`src/fwvpi_pkg.sv`:
```
// Shared types and constants for the four-wheel velocity PI core.
`default_nettype none
package fwvpi_pkg;

    localparam int LP_WHEELS   = 4;
    localparam int LP_WHEEL_W  = $clog2(LP_WHEELS);
    localparam int LP_ENC_W    = 16;
    localparam int LP_GAIN_W   = 8;
    localparam int LP_ACC_W    = 14;
    localparam int LP_ERR_W    = 18;
    localparam int LP_DUTY_W   = 13;
    localparam int LP_ST_W     = LP_ACC_W + LP_ERR_W;
    localparam int LP_ACC_LIM  = 7200;
    localparam int LP_DUTY_LIM = 6900;
    localparam int LP_GAIN_RST = 10;
    localparam int LP_CFG_IDX_W  = 2;
    localparam int LP_CFG_DATA_W = 8;

    typedef enum logic [LP_CFG_IDX_W-1:0] {
        CFG_PROP_GAIN  = 2'd0,
        CFG_INTEG_GAIN = 2'd1,
        CFG_POLARITY   = 2'd2
    } t_cfg_idx;

    typedef struct packed {
        logic                  vld;
        logic                  last;
        logic [LP_WHEEL_W-1:0] wheel;
    } t_stage;

    typedef struct packed {
        logic                  we;
        logic [LP_WHEEL_W-1:0] addr;
        logic [LP_ST_W-1:0]    data;
    } t_wr;

    typedef struct packed {
        logic                  vld;
        logic                  last;
        logic [LP_WHEEL_W-1:0] wheel;
        logic [LP_DUTY_W-1:0]  duty;
        logic                  fwd;
    } t_lane;

endpackage
`default_nettype wire

```
`src/four_wheel_velocity_pi_core.sv`:
```
// Top level: item capture, wheel sequencer, state memory and result register.
// Throughput: one wheel per cycle through the state memory's read and write
// ports, except while a finished item waits on an untaken result; a new item
// is accepted as the previous item's last wheel issues.
// Reset: gains return to 10, polarity to 0; accumulator and last-error entries
// read as zero until first written (per-entry valid bits all cleared by reset).
`default_nettype none
module four_wheel_velocity_pi_core (
    input  wire logic                                 i_clk,
    input  wire logic                                 i_rst_n,
    input  wire logic                                 i_cfg_valid,
    output logic                                      o_cfg_ready,
    input  wire logic [fwvpi_pkg::LP_CFG_IDX_W-1:0]   i_cfg_index,
    input  wire logic [fwvpi_pkg::LP_CFG_DATA_W-1:0]  i_cfg_data,
    input  wire logic                                 i_in_valid,
    output logic                                      o_in_ready,
    input  wire logic [fwvpi_pkg::LP_ENC_W-1:0]       i_enc_a,
    input  wire logic [fwvpi_pkg::LP_ENC_W-1:0]       i_enc_b,
    input  wire logic [fwvpi_pkg::LP_ENC_W-1:0]       i_enc_c,
    input  wire logic [fwvpi_pkg::LP_ENC_W-1:0]       i_enc_d,
    input  wire logic [fwvpi_pkg::LP_ENC_W-1:0]       i_goal_a,
    input  wire logic [fwvpi_pkg::LP_ENC_W-1:0]       i_goal_b,
    input  wire logic [fwvpi_pkg::LP_ENC_W-1:0]       i_goal_c,
    input  wire logic [fwvpi_pkg::LP_ENC_W-1:0]       i_goal_d,
    output logic                                      o_out_valid,
    input  wire logic                                 i_out_ready,
    output logic      [fwvpi_pkg::LP_DUTY_W-1:0]      o_duty_a,
    output logic      [fwvpi_pkg::LP_DUTY_W-1:0]      o_duty_b,
    output logic      [fwvpi_pkg::LP_DUTY_W-1:0]      o_duty_c,
    output logic      [fwvpi_pkg::LP_DUTY_W-1:0]      o_duty_d,
    output logic                                      o_fwd_a,
    output logic                                      o_fwd_b,
    output logic                                      o_fwd_c,
    output logic                                      o_fwd_d
);
    import fwvpi_pkg::*;

    logic [LP_GAIN_W-1:0]  r_prop_gain;
    logic [LP_GAIN_W-1:0]  r_integ_gain;
    logic                  r_polarity;

    logic                  r_busy;
    logic [LP_WHEEL_W-1:0] r_wheel;
    logic [LP_ENC_W-1:0]   r_enc  [LP_WHEELS];
    logic [LP_ENC_W-1:0]   r_goal [LP_WHEELS];
    logic [LP_WHEELS-1:0]  r_ent_vld;

    t_stage                r_s1;
    logic                  r_s1_init;
    logic [LP_ENC_W-1:0]   r_s1_enc;
    logic [LP_ENC_W-1:0]   r_s1_goal;

    logic [LP_DUTY_W-1:0]  r_col_duty [LP_WHEELS];
    logic                  r_col_fwd  [LP_WHEELS];
    logic                  r_out_vld;
    logic [LP_DUTY_W-1:0]  r_duty [LP_WHEELS];
    logic                  r_fwd  [LP_WHEELS];

    logic [LP_ST_W-1:0]    w_rdata;
    t_wr                   w_wr;
    t_lane                 w_lane;
    logic                  w_stall;
    logic                  w_adv;
    logic                  w_issue;
    logic                  w_last_issue;
    logic                  w_in_xfer;
    logic                  w_done;

    assign w_done       = w_lane.vld && w_lane.last;
    assign w_stall      = w_done && r_out_vld && !i_out_ready;
    assign w_adv        = !w_stall;
    assign w_issue      = r_busy && w_adv;
    assign w_last_issue = r_busy && (r_wheel == LP_WHEEL_W'(LP_WHEELS - 1));
    assign o_in_ready   = w_adv && (!r_busy || w_last_issue);
    assign w_in_xfer    = i_in_valid && o_in_ready;
    assign o_cfg_ready  = 1'b1;

    fwvpi_ram #(
        .P_WIDTH (LP_ST_W),
        .P_DEPTH (LP_WHEELS)
    ) u_state_ram (
        .i_clk   (i_clk),
        .i_we    (w_wr.we),
        .i_waddr (w_wr.addr),
        .i_wdata (w_wr.data),
        .i_re    (w_issue),
        .i_raddr (r_wheel),
        .o_rdata (w_rdata)
    );

    fwvpi_update u_update (
        .i_clk        (i_clk),
        .i_rst_n      (i_rst_n),
        .i_adv        (w_adv),
        .i_s1         (r_s1),
        .i_init       (r_s1_init),
        .i_enc        (r_s1_enc),
        .i_goal       (r_s1_goal),
        .i_rdata      (w_rdata),
        .i_prop_gain  (r_prop_gain),
        .i_integ_gain (r_integ_gain),
        .i_polarity   (r_polarity),
        .o_wr         (w_wr),
        .o_lane       (w_lane)
    );

    always_ff @(posedge i_clk) begin
        if (!i_rst_n) begin
            r_prop_gain  <= LP_GAIN_W'(LP_GAIN_RST);
            r_integ_gain <= LP_GAIN_W'(LP_GAIN_RST);
            r_polarity   <= 1'b0;
            r_busy       <= 1'b0;
            r_wheel      <= '0;
            r_ent_vld    <= '0;
            r_s1         <= '0;
            r_out_vld    <= 1'b0;
        end else begin
            if (i_cfg_valid) begin
                case (t_cfg_idx'(i_cfg_index))
                    CFG_PROP_GAIN:  r_prop_gain  <= i_cfg_data;
                    CFG_INTEG_GAIN: r_integ_gain <= i_cfg_data;
                    CFG_POLARITY:   r_polarity   <= i_cfg_data[0];
                    default: ;
                endcase
            end
            if (w_adv) begin
                r_s1.vld   <= w_issue;
                r_s1.last  <= w_last_issue;
                r_s1.wheel <= r_wheel;
            end
            if (w_in_xfer) begin
                r_busy  <= 1'b1;
                r_wheel <= '0;
            end else if (w_issue) begin
                r_wheel <= r_wheel + 1'b1;
                if (w_last_issue) begin
                    r_busy <= 1'b0;
                end
            end
            if (w_wr.we) begin
                r_ent_vld[w_wr.addr] <= 1'b1;
            end
            if (w_done && w_adv) begin
                r_out_vld <= 1'b1;
            end else if (i_out_ready) begin
                r_out_vld <= 1'b0;
            end
        end
    end

    always_ff @(posedge i_clk) begin
        if (w_in_xfer) begin
            r_enc[0]  <= i_enc_a;
            r_enc[1]  <= i_enc_b;
            r_enc[2]  <= i_enc_c;
            r_enc[3]  <= i_enc_d;
            r_goal[0] <= i_goal_a;
            r_goal[1] <= i_goal_b;
            r_goal[2] <= i_goal_c;
            r_goal[3] <= i_goal_d;
        end
        if (w_issue) begin
            r_s1_init <= r_ent_vld[r_wheel];
            r_s1_enc  <= r_enc[r_wheel];
            r_s1_goal <= r_goal[r_wheel];
        end
        if (w_lane.vld && w_adv) begin
            r_col_duty[w_lane.wheel] <= w_lane.duty;
            r_col_fwd[w_lane.wheel]  <= w_lane.fwd;
        end
        if (w_done && w_adv) begin
            for (int i = 0; i < LP_WHEELS; i++) begin
                if (w_lane.wheel == LP_WHEEL_W'(i)) begin
                    r_duty[i] <= w_lane.duty;
                    r_fwd[i]  <= w_lane.fwd;
                end else begin
                    r_duty[i] <= r_col_duty[i];
                    r_fwd[i]  <= r_col_fwd[i];
                end
            end
        end
    end

    assign o_out_valid = r_out_vld;
    assign o_duty_a    = r_duty[0];
    assign o_duty_b    = r_duty[1];
    assign o_duty_c    = r_duty[2];
    assign o_duty_d    = r_duty[3];
    assign o_fwd_a     = r_fwd[0];
    assign o_fwd_b     = r_fwd[1];
    assign o_fwd_c     = r_fwd[2];
    assign o_fwd_d     = r_fwd[3];

endmodule
`default_nettype wire

```
`src/fwvpi_ram.sv`:
```
// Generic single-write, single-read RAM with registered read data.
`default_nettype none
module fwvpi_ram #(
    parameter int P_WIDTH = 32,
    parameter int P_DEPTH = 4
) (
    input  wire logic                       i_clk,
    input  wire logic                       i_we,
    input  wire logic [$clog2(P_DEPTH)-1:0] i_waddr,
    input  wire logic [P_WIDTH-1:0]         i_wdata,
    input  wire logic                       i_re,
    input  wire logic [$clog2(P_DEPTH)-1:0] i_raddr,
    output logic      [P_WIDTH-1:0]         o_rdata
);

    logic [P_WIDTH-1:0] r_mem [P_DEPTH];
    logic [P_WIDTH-1:0] r_rdata;

    always_ff @(posedge i_clk) begin
        if (i_we) begin
            r_mem[i_waddr] <= i_wdata;
        end
        if (i_re) begin
            r_rdata <= r_mem[i_raddr];
        end
    end

    assign o_rdata = r_rdata;

endmodule
`default_nettype wire

```
`src/fwvpi_update.sv`:
```
// Per-wheel PI update: multiply stage, then accumulate, saturate and write back.
`default_nettype none
module fwvpi_update (
    input  wire logic                                 i_clk,
    input  wire logic                                 i_rst_n,
    input  wire logic                                 i_adv,
    input  wire fwvpi_pkg::t_stage                    i_s1,
    input  wire logic                                 i_init,
    input  wire logic [fwvpi_pkg::LP_ENC_W-1:0]       i_enc,
    input  wire logic [fwvpi_pkg::LP_ENC_W-1:0]       i_goal,
    input  wire logic [fwvpi_pkg::LP_ST_W-1:0]        i_rdata,
    input  wire logic [fwvpi_pkg::LP_GAIN_W-1:0]      i_prop_gain,
    input  wire logic [fwvpi_pkg::LP_GAIN_W-1:0]      i_integ_gain,
    input  wire logic                                 i_polarity,
    output fwvpi_pkg::t_wr                            o_wr,
    output fwvpi_pkg::t_lane                          o_lane
);
    import fwvpi_pkg::*;

    localparam int LP_E_W  = LP_ENC_W + 1;
    localparam int LP_D_W  = LP_ERR_W + 1;
    localparam int LP_PP_W = LP_GAIN_W + 1 + LP_D_W;
    localparam int LP_IP_W = LP_GAIN_W + 1 + LP_E_W;
    localparam int LP_S_W  = LP_PP_W + 1;

    logic signed [LP_ERR_W-1:0] w_prev;
    logic signed [LP_ACC_W-1:0] w_acc_old;
    logic signed [LP_E_W-1:0]   w_err;
    logic signed [LP_D_W-1:0]   w_delta;
    logic signed [LP_PP_W-1:0]  w_pp;
    logic signed [LP_IP_W-1:0]  w_ip;

    t_stage                     r_s2;
    logic signed [LP_PP_W-1:0]  r_pp;
    logic signed [LP_IP_W-1:0]  r_ip;
    logic signed [LP_ACC_W-1:0] r_acc;
    logic signed [LP_E_W-1:0]   r_err;

    logic signed [LP_S_W-1:0]   w_sum;
    logic signed [LP_ACC_W-1:0] w_acc_new;
    logic signed [LP_ACC_W-1:0] w_drive;
    logic [LP_DUTY_W-1:0]       w_duty;

    assign w_prev    = i_init ? $signed(i_rdata[LP_ERR_W-1:0]) : '0;
    assign w_acc_old = i_init ? $signed(i_rdata[LP_ST_W-1:LP_ERR_W]) : '0;
    assign w_err     = $signed({i_enc[LP_ENC_W-1], i_enc})
                     - $signed({i_goal[LP_ENC_W-1], i_goal});
    assign w_delta   = $signed({{(LP_D_W-LP_E_W){w_err[LP_E_W-1]}}, w_err})
                     - $signed({w_prev[LP_ERR_W-1], w_prev});
    assign w_pp      = $signed({1'b0, i_prop_gain}) * w_delta;
    assign w_ip      = $signed({1'b0, i_integ_gain}) * w_err;

    always_ff @(posedge i_clk) begin
        if (!i_rst_n) begin
            r_s2 <= '0;
        end else if (i_adv) begin
            r_s2 <= i_s1;
        end
        if (i_adv) begin
            r_pp  <= w_pp;
            r_ip  <= w_ip;
            r_acc <= w_acc_old;
            r_err <= w_err;
        end
    end

    always_comb begin
        w_sum = LP_S_W'(r_pp) + LP_S_W'(r_ip) + LP_S_W'(r_acc);
        if (w_sum > LP_S_W'(LP_ACC_LIM)) begin
            w_acc_new = LP_ACC_W'(LP_ACC_LIM);
        end else if (w_sum < -LP_S_W'(LP_ACC_LIM)) begin
            w_acc_new = -LP_ACC_W'(LP_ACC_LIM);
        end else begin
            w_acc_new = LP_ACC_W'(w_sum);
        end
        if (w_acc_new > LP_ACC_W'(LP_DUTY_LIM)) begin
            w_drive = LP_ACC_W'(LP_DUTY_LIM);
        end else if (w_acc_new < -LP_ACC_W'(LP_DUTY_LIM)) begin
            w_drive = -LP_ACC_W'(LP_DUTY_LIM);
        end else begin
            w_drive = w_acc_new;
        end
        if (w_drive[LP_ACC_W-1]) begin
            w_duty = LP_DUTY_W'(-w_drive);
        end else begin
            w_duty = LP_DUTY_W'(w_drive);
        end
    end

    assign o_wr.we   = r_s2.vld && i_adv;
    assign o_wr.addr = r_s2.wheel;
    assign o_wr.data = {w_acc_new, LP_ERR_W'(r_err)};

    assign o_lane.vld   = r_s2.vld;
    assign o_lane.last  = r_s2.last;
    assign o_lane.wheel = r_s2.wheel;
    assign o_lane.duty  = w_duty;
    assign o_lane.fwd   = ~w_drive[LP_ACC_W-1] ^ i_polarity;

endmodule
`default_nettype wire

```
`config.mk`:
```
export PLATFORM = sky130hd
export DESIGN_NAME = four_wheel_velocity_pi_core
export DESIGN_NICKNAME = d
export VERILOG_FILES = /design/src/fwvpi_pkg.sv /design/src/four_wheel_velocity_pi_core.sv /design/src/fwvpi_ram.sv /design/src/fwvpi_update.sv
export SDC_FILE = /design/constraint.sdc
export NUM_CORES = 1
export LEC_CHECK = 0
export BUFFER_PORTS_ARGS = -buffer_cell sky130_fd_sc_hd__buf_4
export CAP_MARGIN = 20
export CELL_PAD_IN_SITES_DETAIL_PLACEMENT = 0
export CELL_PAD_IN_SITES_GLOBAL_PLACEMENT = 2
export CORE_MARGIN = 8
export CORE_UTILIZATION = 47
export CTS_CLUSTER_DIAMETER = 120
export DETAILED_ROUTE_END_ITERATION = 12
export PLACE_DENSITY_LB_ADDON = 0.12
export SETUP_SLACK_MARGIN = 0.2
export SLEW_MARGIN = 20
export SYNTH_ARGS = -nofsm -noshare
export SYNTH_HDL_FRONTEND = slang
export SYNTH_HIERARCHICAL = 1
export SYNTH_SLANG_ARGS = --single-unit
```
`constraint.sdc`:
```
create_clock -name i_clk -period 22.6 [get_ports i_clk]
set_input_delay 2.26 -clock i_clk [delete_from_list [all_inputs] [get_ports i_clk]]
set_output_delay 2.26 -clock i_clk [all_outputs]
set_load 0.02 [all_outputs]
```
* Word-level counts from Yosys, hierarchy flattened *
Memory sizes are Yosys's and may differ from the RTL's. A register that Yosys moved wholly into a read port is not among the register bits.
Index checks and enable logic that the tools add are counted.
Widths: inputs -> output; s select.

storage, ports and cells
  memory bits (writable) = 368
  logic and storage cells = 133
  output and inout port bits = 59
  bits in read-only memories = 0
  register bits = 119
  memories kept = 7
  latch bits = 0

memories
  memory             words  bits a word  rd ports  clocked after memory_dff  wr ports  line                               source
  u_state_ram.r_mem  4      32           1         1                         1         fwvpi_ram.sv:16                    logic [P_WIDTH-1:0] r_mem [P_DEPTH];
  r_enc              4      16           1         1                         4         four_wheel_velocity_pi_core.sv:44  logic [LP_ENC_W-1:0] r_enc [LP_WHEELS];
  r_goal             4      16           1         1                         4         four_wheel_velocity_pi_core.sv:45  logic [LP_ENC_W-1:0] r_goal [LP_WHEELS];
  r_col_duty         4      13           4         0                         1         four_wheel_velocity_pi_core.sv:53  logic [LP_DUTY_W-1:0] r_col_duty [LP_WHEELS];
  r_duty             4      13           4         0                         4         four_wheel_velocity_pi_core.sv:56  logic [LP_DUTY_W-1:0] r_duty [LP_WHEELS];
  r_col_fwd          4      1            4         0                         1         four_wheel_velocity_pi_core.sv:54  logic r_col_fwd [LP_WHEELS];
  +1 memories        -      -            -         -                         -         -

operators by class
  multipliers = 2
  div/mod/pow operators = 0
  order comparisons = 7
  reduce and logical (&&, ||, !) cells = 24
  shift operators = 0
  add/subtract/negate cells = 6
  mux-type cells = 51
  bitwise logic cells = 12
  equal/unequal tests = 6

operators by type and width
  kind                  number
  $mux 13               5
  $mux 14               4
  $mux 1                39
  $add 28x26->29        1
  $add 29x14->29        1
  $gt 29x14->1 const B  1
  $lt 29x14->1 const B  1
  $mul 9x19->28         1
  $mul 9x17->26         1
  $sub 17x18->19        1
  $mux 18               1
  $sub 16x16->17        1
  $gt 14x14->1 const B  1
  $lt 14x14->1 const B  1
  $neg 13->13           1
  $logic_and 1x1->1     10
  $eq 2x2->1 const B    4
  $or 1x1->1            8
  $reduce_and 2->1      4
  $lt 2x3->1 const B    2
  $reduce_bool 2->1     3
  $eq 2x1->1 const B    2
  $logic_not 2->1       2
  $or 4x4->4            1
  9 further kinds       12

* Depth between registers and ports, before layout *
  word-level depth = 11
  depth in mapped cells = 37
  mapped depth without buffers = 37

* Cells and area by module *
Netlist, hierarchy kept.

by module, submodules not included
  module                       instances  seq. area each (um^2)  cells an instance  area an instance (um^2)
  fwvpi_update                 1          2632.5                 1981               17828.3
  four_wheel_velocity_pi_core  1          8778.4                 506                10921.7
  fwvpi_ram                    1          4804.6                 203                5650.4

* Worst setup path after synthesis *
No wires, ideal clock.

  kind = input port to flip-flop
  start point = input port i_out_ready
  end point = memory r_enc[0][0] (enable)
  required time = 21.827 ns
  data arrival time = 11.309 ns
  path buffers = 1
  cell stages on the path = 3
  path slack = 10.518 ns
  path through = and4b_1 -> buf_2 -> nor3_1

RTL lines
  item             line                               source
  start, declared  four_wheel_velocity_pi_core.sv:26  input wire logic i_out_ready,
  end, declared    four_wheel_velocity_pi_core.sv:44

* Worst setup path after layout *
  start point = register r_s1_goal[0] (read register of r_goal)
  end point = register u_update.r_pp[27], data pin

on the way
  longest elaborated chain between the ends = 3

RTL lines
  item                    line                               source
  start, declared         four_wheel_velocity_pi_core.sv:51  logic [LP_ENC_W-1:0] r_s1_goal;
  $sub 16x16->17          fwvpi_update.sv:47                 - $signed({i_goal[LP_ENC_W-1], i_goal});
  net u_update.w_err[14]  fwvpi_update.sv:28                 logic signed [LP_E_W-1:0] w_err;
  $sub 17x18->19          fwvpi_update.sv:49                 - $signed({w_prev[LP_ERR_W-1], w_prev});
  $mul 9x19->28           fwvpi_update.sv:50                 assign w_pp = $signed({1'b0, i_prop_gain}) * w_delta;
  net u_update.w_pp[27]   fwvpi_update.sv:30                 logic signed [LP_PP_W-1:0] w_pp;
  end signal, assigned    fwvpi_update.sv:60                 r_pp <= w_pp;
  end, declared           fwvpi_update.sv:34                 logic signed [LP_PP_W-1:0] r_pp;

The timed path passes the listed nets, and every way through them passes these cells.
A chain may end at the register's enable or synchronous reset.

==> results.yml <==
clock_tree:
  cts_made_buffers: 59
  cts_max_level: 2
  register_clock_pin_slew_on_the_reported_worst_setup_and_hold_paths_ps: 60
  post_cts.repair.setup_buffers: 0
  cts_max_path_buffers: 3
  ctsResizeCount: 0
  clock-sinks: 551
  worstSkewPairLatency_ps: 610
  post_cts_hold_buffer_count: 0
  cts_root_buffer: "sky130_fd_sc_hd__clkbuf_16"
  tritoncts: "done"
floorplanning:
  fp-row-count: 99
  top_level_ports: 202
  die_x_um: 286.5
  dieArea_mm2: 0.08211
  core_area_mm2: 0.07271
  initial_core_util_pct: 47.31
  fp.dieH_um: 286.5
layout:
  fill_count: 6145
  post_route_cells_drive_above_1_share_pct: 15.20
  sequential_cell_area_mm2: 0.01622
  layout-area-overhead-vs-synth_pct: 13.18
  combined_area_of_the_multi_input_logic_cells_mm2: 0.01649
  design.final.nets: 3481
synth:
  number_of_instances_in_the_synthesized_netlist: 2690
  synth_enable_flop_cells: 518
  synth_nets: 3265
  synthDistinctLibCells: 86
  synthArstFlopShare_pct: 0
  synth-main-ff-cell: "sky130_fd_sc_hd__edfxtp_1"
  synth_xor_xnor_area_share_pct: 2.419
  most_area_consuming_cells_after_synthesis: "sky130_fd_sc_hd__edfxtp_1, sky130_fd_sc_hd__fa_1, sky130_fd_sc_hd__ha_1"
  yosysWarnings: 6
  synth-compound-area-share_pct: 6.321
  synth_area_per_cell_um2: 12.79
  synth_largest_area_cell: "sky130_fd_sc_hd__edfxtp_1"
  yosysMostFrequentCell: "sky130_fd_sc_hd__edfxtp_1"
  synth.yosys.seq_area_share_pct: 47.14
  synth_area_mm2: 0.03440
  synth_seq_cells: 551
  synth_top_cell_area_share_pct: 45.22
  synth.cells.most_frequent: "sky130_fd_sc_hd__edfxtp_1, sky130_fd_sc_hd__inv_1, sky130_fd_sc_hd__fa_1, sky130_fd_sc_hd__nand2_1, sky130_fd_sc_hd__and2_1"
  yosys.area_share.simple_pct: 10.90
  synth_top_family_by_area: "adder cells"
  synthMuxAreaShare_pct: 6.751
  synth_adder_area_share_pct: 21.36
global_route:
  globalRoute.totalOverflow: 0
  grt_pass1_vias: 21900
  grt_antenna_before_repair: 5
  total_routing_usage_reported_by_global_routing_pct: 19.35
  grt_first_pass_wirelength_um: 125100
  grt_max_degree: 73
place:
  finalWeightedCongestion: 0.7961
  port_buffers: 200
  detailed_place_hpwl_um: 60650
routing:
  drt.antenna.violating_nets: 0
  initialDrtViolationCount: 1234
  via_count: 20900
  post_drt_wl_per_cell_um: 20.67
  remaining_drc_errors: 0
  routed_wl_um: 80890
  avgViaCountPerCell: 5.340
  length_of_the_first_detailed_routing_pass_in_iterations: 5
setup_path:
  cp_data_arrival_time_ps: 10040
  cp_slowest_stage_delay_ps: 640
  critical_path_rt_ps: 22940
  crit_path_max_fanout: 10
  critPathSlowestCell: "sky130_fd_sc_hd__ha_1"
  critPathMostFrequentCell: "sky130_fd_sc_hd__fa_1"
  setup.worst_path.class: "flop to flop"
  critPathCaptureType: "flop"
  crit_path_start_kind: "flop"
sta:
  final_period_minus_worst_setup_slack_ps: 9703
  actual_transition_at_the_worst_max_transition_pin_ps: 1113
  slew_violations: 0
  skew_ps: 21.96
  worst_slew_margin_rel_pct: 25.56
  finalSetupViolations: 0
  max_clock_freq_mhz: 103.1
  report.final.hold_viol_count: 0
  fin_tns_setup_ps: 0
  post-route-period-util_pct: 42.93
  rsz0062_at_grt: "false"
job:
  max-cap-violations: 0
outcome:
  status: "completed"
min_path:
  hp-class: "flop to flop"
[path summary, 6_finish.rpt]
check	start	endpoint	slack, ps	cells past startpoint
hold / removal	r_s1[2]$_SDFFE_PN0N_	r_s1[2]$_SDFFE_PN0N_	460	2
hold reg to reg	r_s1[2]$_SDFFE_PN0N_	r_s1[2]$_SDFFE_PN0N_	460	2
setup reg to reg	r_s1_goal[0]$_DFFE_PP_	u_update/r_pp[27]$_DFFE_PP_	12900	35
setup / recovery	r_s1_goal[0]$_DFFE_PP_	u_update/r_pp[27]$_DFFE_PP_	12900	35
[stage by stage]
stage	hold WS [ps]	setup WS, ps	utilization [%]	cell area [um^2]	cells
after floorplan	435.1	10520	-	34400	2690
after global placement	444.8	12720	50.85	36980	3804
after detailed placement	457.8	12950	50.86	36980	3804
after CTS	466.3	12880	53.53	38920	3912
after global routing	488.0	12020	53.54	38930	3912
final	464.3	12900	53.55	38930	3913
[state kept, by name, summed over array words and instances (netlist names), 16 cells and up]
signal	flops
u_update/r_err	17
u_state_ram/r_mem	128
r_goal	64
r_col_duty	52
r_duty	52
u_update/r_pp	28
r_s1_enc	16
r_enc	64
r_s1_goal	16
u_state_ram/o_rdata	32
u_update/r_ip	26
[layer usage]
metal  vias to the layer above  wire, um  track usage (%)
met5                         -         0                0
met4                         0      1733            4.576
met3                       112      2510            2.120
met2                       359     40740            33.63
met1                     10620     35900            26.00
li1                       9801         -                -
[logic make-up after synthesis]
kind of cell,count (synthesis)
flip-flops,551
multiplexers,143
XOR/XNOR,95
buffers and inverters,431
other,1
AND/OR/NAND/NOR,721
adder cells (fa/ha/maj),432
AO/OA/AOI/OAI,316
[layout make-up]
cell class / count / area share (%)
Antenna cell: 1 / 0.006427
Tap cell: 959 / 3.082
Sequential cell: 551 / 41.66
Multi-Input combinational cell: 1708 / 42.35
Timing Repair Buffer: 234 / 4.512
Clock buffer: 78 / 4.239
Inverter: 352 / 3.400
Clock inverter: 30 / 0.7455
[worst max-delay path: cells and delay by family, from the launching register on]
kind,cells,cell delay (ps)
AO/OA/AOI/OAI,11,2770
XOR/XNOR,2,680
adder cells (fa/ha/maj),8,3690
buffers and inverters,3,150
flip-flops,1,380
AND/OR/NAND/NOR,11,1770
[cell usage in the layout, fill, tap and decap left out, types with 19 or more instances in the layout]
cell type,netlist,routed
sky130_fd_sc_hd__a21o_1,22,22
sky130_fd_sc_hd__o21ai_0,53,53
sky130_fd_sc_hd__nor2_1,92,90
sky130_fd_sc_hd__mux2i_1,22,22
sky130_fd_sc_hd__inv_1,352,351
sky130_fd_sc_hd__dfxtp_1,33,31
sky130_fd_sc_hd__xnor2_1,66,65
sky130_fd_sc_hd__and2_1,179,179
sky130_fd_sc_hd__nor2b_1,50,50
sky130_fd_sc_hd__nor3_1,39,37
sky130_fd_sc_hd__mux4_2,63,63
sky130_fd_sc_hd__mux2_2,26,26
sky130_fd_sc_hd__ha_1,173,173
sky130_fd_sc_hd__a21boi_0,19,19
sky130_fd_sc_hd__nand2_1,215,215
sky130_fd_sc_hd__a21oi_1,80,80
sky130_fd_sc_hd__xor2_1,29,28
sky130_fd_sc_hd__mux2_1,30,30
sky130_fd_sc_hd__buf_4,10,234
sky130_fd_sc_hd__nand3_1,36,36
sky130_fd_sc_hd__fa_1,259,259
sky130_fd_sc_hd__clkbuf_16,0,61
sky130_fd_sc_hd__edfxtp_1,518,518
Power is not shown: default switching activity piles up to over one toggle a cycle in this logic, so the estimate is an artifact.
